$ cat src/sv/pcol_square.sv
// Registered unsigned squaring unit.
module pcol_square #(
    parameter int IN_W = 16
) (
    input  logic                i_clk,
    input  logic [IN_W-1:0]     i_a,
    output logic [2*IN_W-1:0]   o_sq
);

    logic [2*IN_W-1:0] n_sq;
    logic [2*IN_W-1:0] r_sq;

    assign n_sq = (2*IN_W)'(i_a) * (2*IN_W)'(i_a);

    always_ff @(posedge i_clk) begin
        r_sq <= n_sq;
    end

    assign o_sq = r_sq;

endmodule

$ cat config.mk
export PLATFORM = sky130hd
export DESIGN_NAME = pcol_square
export DESIGN_NICKNAME = d
export VERILOG_FILES = /design/src/sv/pcol_square.sv
export SDC_FILE = /design/constraint.sdc
export NUM_CORES = 1
export LEC_CHECK = 0
export BUFFER_PORTS_ARGS = -buffer_cell sky130_fd_sc_hd__buf_2
export CAP_MARGIN = 25
export CORE_MARGIN = 3
export CORE_UTILIZATION = 50
export DETAILED_ROUTE_END_ITERATION = 10
export GPL_TIMING_DRIVEN = 0
export HOLD_SLACK_MARGIN = 0.03
export PLACE_DENSITY = 0.73
export SLEW_MARGIN = 40
export SYNTH_ARGS = -nofsm -noshare
export SYNTH_HDL_FRONTEND = slang
export SYNTH_SLANG_ARGS = --single-unit
$ cat constraint.sdc
create_clock -name i_clk -period 8 [get_ports i_clk]
set_input_delay 0.4 -clock i_clk [delete_from_list [all_inputs] [get_ports i_clk]]
set_output_delay 0.4 -clock i_clk [all_outputs]
set_load 0.01 [all_outputs]
**Word-level counts from Yosys, hierarchy flattened**

Index checks and enable logic that the tools add are counted.

- Bits in registers: 32
- Input port bits: 17
- Output and inout bits: 32
- Logic and storage cells: 2

- Multipliers: 1

Operators with widths:

| cell | count |
|---|---|
| 16-bit by 16-bit multiplier with 32-bit output | 1 |

**Longest topological paths before layout**

- Word-level depth: 1
- Gate-level depth with buffers: 23
- Mapped depth without buffers: 22

**Least setup slack after synthesis**

No wires, ideal clock.

- Path type: input to register
- Start: input port i_a[14]
- End: register r_sq[30], in the netlist o_sq[30]
- Library setup time: 0.123 ns
- Arrival time: 5.700 ns
- Data required time: 7.877 ns
- Slack: 2.177 ns
- Cell stages on the path: 21
- Buffers on the path: 3
- Cell sequence: clkbuf_1 > clkbuf_1 > nand2_1 > fa_1 > fa_1 > inv_1 > fa_1 > fa_1 > fa_1 > inv_1 > fa_1 > inv_1 > ha_1 > buf_6 > a211oi_2 > o211ai_1 > a221o_1 > a31oi_1 > o31ai_2 > o2bb2ai_1 > xor2_1

- Cells in the longest elaborated chain, start to end: 1

Ends and longest elaborated chain:

| element | line | source |
|---|---|---|
| start: declaration | 6 | `input logic [IN_W-1:0] i_a,` |
| 16-bit by 16-bit multiplier with 32-bit output | 13 | `assign n_sq = (2*IN_W)'(i_a) * (2*IN_W)'(i_a);` |
| named net n_sq[30] | 10 | `logic [2*IN_W-1:0] n_sq;` |
| end signal: assignment | 16 | `r_sq <= n_sq;` |
| end: declaration | 11 | `logic [2*IN_W-1:0] r_sq;` |

The timed path passes the listed nets, and every way through them passes these cells.

**Final worst setup path**

- Start: input port i_a[4]
- End: register r_sq[28], in the netlist o_sq[28]

Same word-level chain as after synthesis.

==> metrics.md <==
| Metric | Value |
|---|---|
| First-pass GRT wire length | `approximately 29000 um` |
| Via-per-instance ratio | `~5.1` |
| Top achievable clock speed | `between 150 and 200 MHz` |
| H-tree levels | `2` |
| Net count reported at finish | `approximately 1200` |
| GPL Wtd Cong | `between 0.9 and 1` |
| Final ANT Viol Nets | `0` |
| Post-synthesis register bit count | `31` |
| Post-CTS Setup Bufs | `0` |
| Drt first pass iters | `5` |
| Port-buffer cells | `45` |
| Largest buffer count on any clock path | `2` |
| CTS sink cnt | `31` |
| Setup TNS | `0 ns` |
| Number of hold violations in the final report | `0` |
| Total global routing overflow | `0` |
| Relative slew slack | `approximately 58%` |
| Async set-or-reset flop fraction in the synthesized netlist | `0%` |
| Site Rows | `45` |
| Post-Synthesis Cell Area | `approximately 8000 um^2` |
| Synthesized area per cell | `between 9 and 10 um^2` |
| DRC viols | `0` |
| Starting Density | `just over 50%` |
| Fin crit share | `between 80% and 90%` |
| Biggest area contributors in the synthesized netlist | `sky130_fd_sc_hd__fa_1 41%, sky130_fd_sc_hd__ha_1 16%, sky130_fd_sc_hd__inv_1 12%` |
| Yosys cell types | `50` |
| Total via count after detailed routing | `between 5000 and 6000` |
| Clock tree from TritonCTS | `built` |
| Clock-pin transition on the worst setup and hold timing paths | `roughly 0.050 ns` |
| Global routing met2 resource utilization | `between 30% and 40%` |
| Post-CTS resize count | `0` |
| Total Wirelength | `around 17000 um` |
| Yosys top cell area share | `approximately two fifths` |
| Number of buffers created by CTS | `5` |
| Path type of the worst setup path | `primary input to flip-flop` |
| Max Cap Violations | `0` |
| Count of final max-slew check failures | `0` |
| Post-layout min period | `approximately 6.5 ns` |
| Cell count after synthesis | `881` |
| Std-Cell Core Area | `between 15000 and 20000 um^2` |
| Wire per inst | `~15 um` |
| Number of enable-type register cells in the synthesized netlist | `0` |
| Gr usage total | `about a fifth` |
| Worst Setup Start Kind | `primary input` |
| Net count after synthesis | `about 1200` |
| WP data arrival | `6.73 ns` |
| Die outline width | `approximately 130 um` |
| Post-detail-place hpwl | `between 10000 and 15000 um` |
| Most used routing layer | `met2` |
| Share of synthesized area occupied by flip-flops and latches | `between 7 and 8%` |
| Die Span Y | `132 um` |
| Boundary pin count | `49` |
| Largest net degree at the start of global routing | `11` |
| Kind of end point of the critical path | `flip-flop` |
| Area enclosed by the die boundary | `between 15000 and 20000 um^2` |
| Initial antenna violation count | `0` |
| Hold Crit Depth | `1` |
| M1 GR Usage | `between 20% and 30%` |
| Final number of setup-violating endpoints | `0` |
| Worst EP required | `8.21 ns` |
| Hold Startpoint | `i_a[0]` |
| Largest register FFs | `31` |
| Fraction of layout instances using a drive strength above 1 | `under 10%` |
| Worst-Margin Slew | `0.635 ns` |
| Cell chosen for the clock root | `sky130_fd_sc_hd__clkbuf_16` |
| Number of hold buffers added after CTS | `0` |
| Terminating pin of the worst hold path | `o_sq[0]$_DFF_P_` |
| Cell type contributing the most total cell area after synthesis | `sky130_fd_sc_hd__fa_1` |
| Most used flip-flop cell after synthesis | `sky130_fd_sc_hd__dfxtp_1` |
| 1st-iter DRT viols | `~320` |
| Min-delay worst type | `primary input to flip-flop` |
| Setup repair after global routing missed its margin | `no` |
| Warnings, synthesis | `0` |
| Maximum fanout along the worst path | `10` |
| Area growth from synthesis to layout | `7.74%` |
| Status | `finished clean` |
| Vias in the first global route | `6136` |
| Global routing met3 resource utilization | `under 10%` |
| Antenna diode count | `0` |
[cell usage in the layout (no fill, tap or decap), types with 2 or more instances in the layout]
cell / instances
sky130_fd_sc_hd__a211oi_1: 2
sky130_fd_sc_hd__a211oi_2: 2
sky130_fd_sc_hd__a21o_1: 12
sky130_fd_sc_hd__a21oi_1: 25
sky130_fd_sc_hd__a311o_1: 2
sky130_fd_sc_hd__a31oi_1: 5
sky130_fd_sc_hd__a32oi_1: 2
sky130_fd_sc_hd__and2_1: 34
sky130_fd_sc_hd__and3_1: 8
sky130_fd_sc_hd__buf_2: 48
sky130_fd_sc_hd__clkbuf_1: 21
sky130_fd_sc_hd__clkbuf_16: 5
sky130_fd_sc_hd__dfxtp_1: 31
sky130_fd_sc_hd__fa_1: 162
sky130_fd_sc_hd__ha_1: 102
sky130_fd_sc_hd__inv_1: 251
sky130_fd_sc_hd__nand2_1: 90
sky130_fd_sc_hd__nand3_1: 5
sky130_fd_sc_hd__nand4_1: 3
sky130_fd_sc_hd__nor2_1: 28
sky130_fd_sc_hd__nor2b_1: 9
sky130_fd_sc_hd__nor3_1: 4
sky130_fd_sc_hd__o211ai_1: 2
sky130_fd_sc_hd__o21a_1: 3
sky130_fd_sc_hd__o21ai_0: 6
sky130_fd_sc_hd__o21ai_1: 6
sky130_fd_sc_hd__o21bai_1: 2
sky130_fd_sc_hd__or2_2: 3
sky130_fd_sc_hd__xnor2_1: 27
sky130_fd_sc_hd__xor2_1: 11
[how the worst max path moves through the flow]
stage / from / end / slack (ns)
6_report: i_a[4] / o_sq[28]$_DFF_P_ / 1.47
5_1_grt: i_a[4] / o_sq[31]$_DFF_P_ / 1.21
2_1_floorplan: i_a[14] / o_sq[30]$_DFF_P_ / 2.18
4_1_cts: i_a[4] / o_sq[28]$_DFF_P_ / 1.52
3_3_place_gp: i_a[4] / o_sq[28]$_DFF_P_ / 1.30
3_5_place_dp: i_a[4] / o_sq[30]$_DFF_P_ / 1.27
[per-layer routing]
layer  wire length (um)  part of all wire, %  vias to the layer above
met5                  0                    0                        -
met4                345                  2.0                        0
met3               1030                  6.0                       30
met2               8910                   52                      175
met1               6760                   40                     2901
li1                   -                    -                     2727
[logic make-up (layout without fill, tap and decap cells)]
kind of cell	count (synthesis)	after routing	synth area share (%)
simple gates	188	188	11.0
other cells	1	1	0.0470
buf+inv	276	327	13.2
xor+xnor	38	38	4.17
mux	1	1	0.141
fa+ha+maj	264	264	56.6
flops	31	31	7.77
compound gates	82	82	7.07
[worst max-delay path, stage by stage]
cell and delay, ns:
sky130_fd_sc_hd__buf_2 0.10, sky130_fd_sc_hd__clkbuf_1 0.46, sky130_fd_sc_hd__clkbuf_1 0.55, sky130_fd_sc_hd__nand2_1 0.17, sky130_fd_sc_hd__fa_1 0.52, sky130_fd_sc_hd__inv_1 0.05, sky130_fd_sc_hd__fa_1 0.54, sky130_fd_sc_hd__fa_1 0.46
sky130_fd_sc_hd__fa_1 0.50, sky130_fd_sc_hd__fa_1 0.49, sky130_fd_sc_hd__inv_1 0.05, sky130_fd_sc_hd__fa_1 0.48, sky130_fd_sc_hd__inv_1 0.04, sky130_fd_sc_hd__ha_1 0.28, sky130_fd_sc_hd__buf_6 0.14, sky130_fd_sc_hd__a211oi_2 0.26
sky130_fd_sc_hd__o211ai_1 0.15, sky130_fd_sc_hd__a221o_1 0.36, sky130_fd_sc_hd__a31oi_1 0.22, sky130_fd_sc_hd__o31ai_2 0.15, sky130_fd_sc_hd__a31oi_1 0.22, sky130_fd_sc_hd__xnor2_1 0.13
[Yosys cell counts (2+ instances only)]
| library cell | n |
|---|---|
| sky130_fd_sc_hd__a211oi_1 | 2 |
| sky130_fd_sc_hd__a211oi_2 | 2 |
| sky130_fd_sc_hd__a21o_1 | 12 |
| sky130_fd_sc_hd__a21oi_1 | 25 |
| sky130_fd_sc_hd__a311o_1 | 2 |
| sky130_fd_sc_hd__a31oi_1 | 5 |
| sky130_fd_sc_hd__a32oi_1 | 2 |
| sky130_fd_sc_hd__and2_1 | 34 |
| sky130_fd_sc_hd__and3_1 | 8 |
| sky130_fd_sc_hd__buf_2 | 3 |
| sky130_fd_sc_hd__clkbuf_1 | 20 |
| sky130_fd_sc_hd__dfxtp_1 | 31 |
| sky130_fd_sc_hd__fa_1 | 162 |
| sky130_fd_sc_hd__ha_1 | 102 |
| sky130_fd_sc_hd__inv_1 | 251 |
| sky130_fd_sc_hd__nand2_1 | 90 |
| sky130_fd_sc_hd__nand3_1 | 5 |
| sky130_fd_sc_hd__nand4_1 | 3 |
| sky130_fd_sc_hd__nor2_1 | 28 |
| sky130_fd_sc_hd__nor2b_1 | 9 |
| sky130_fd_sc_hd__nor3_1 | 4 |
| sky130_fd_sc_hd__o211ai_1 | 2 |
| sky130_fd_sc_hd__o21a_1 | 3 |
| sky130_fd_sc_hd__o21ai_0 | 6 |
| sky130_fd_sc_hd__o21ai_1 | 6 |
| sky130_fd_sc_hd__o21bai_1 | 2 |
| sky130_fd_sc_hd__or2_2 | 3 |
| sky130_fd_sc_hd__xnor2_1 | 27 |
| sky130_fd_sc_hd__xor2_1 | 11 |
[final cells by class]
cell class / instances / area, um^2
fillers: 1409 / 6830
multi-input cells: 574 / 6310
inverters: 251 / 942
flip-flops and latches: 31 / 621
well taps: 211 / 264
repair buffers: 45 / 225
clock buffers: 6 / 129
plain buffers: 25 / 109
[metrics by stage]
stage | cell area, um^2 | util [%] | setup WS (ns) | hold slack, ns | instances
2_1_floorplan | 7980 | - | 2.18 | 0.428 | 881
3_3_place_gp | 8470 | 54.9 | 1.30 | 0.603 | 1137
3_5_place_dp | 8470 | 54.9 | 1.27 | 0.603 | 1137
4_1_cts | 8600 | 55.8 | 1.52 | 0.321 | 1143
5_1_grt | 8600 | 55.8 | 1.21 | 0.316 | 1143
6_report | 8600 | 55.8 | 1.47 | 0.325 | 1143
Power is left out: the tool's default activity adds up to more than one toggle a clock period on the data nets, which glitch-free logic cannot reach.
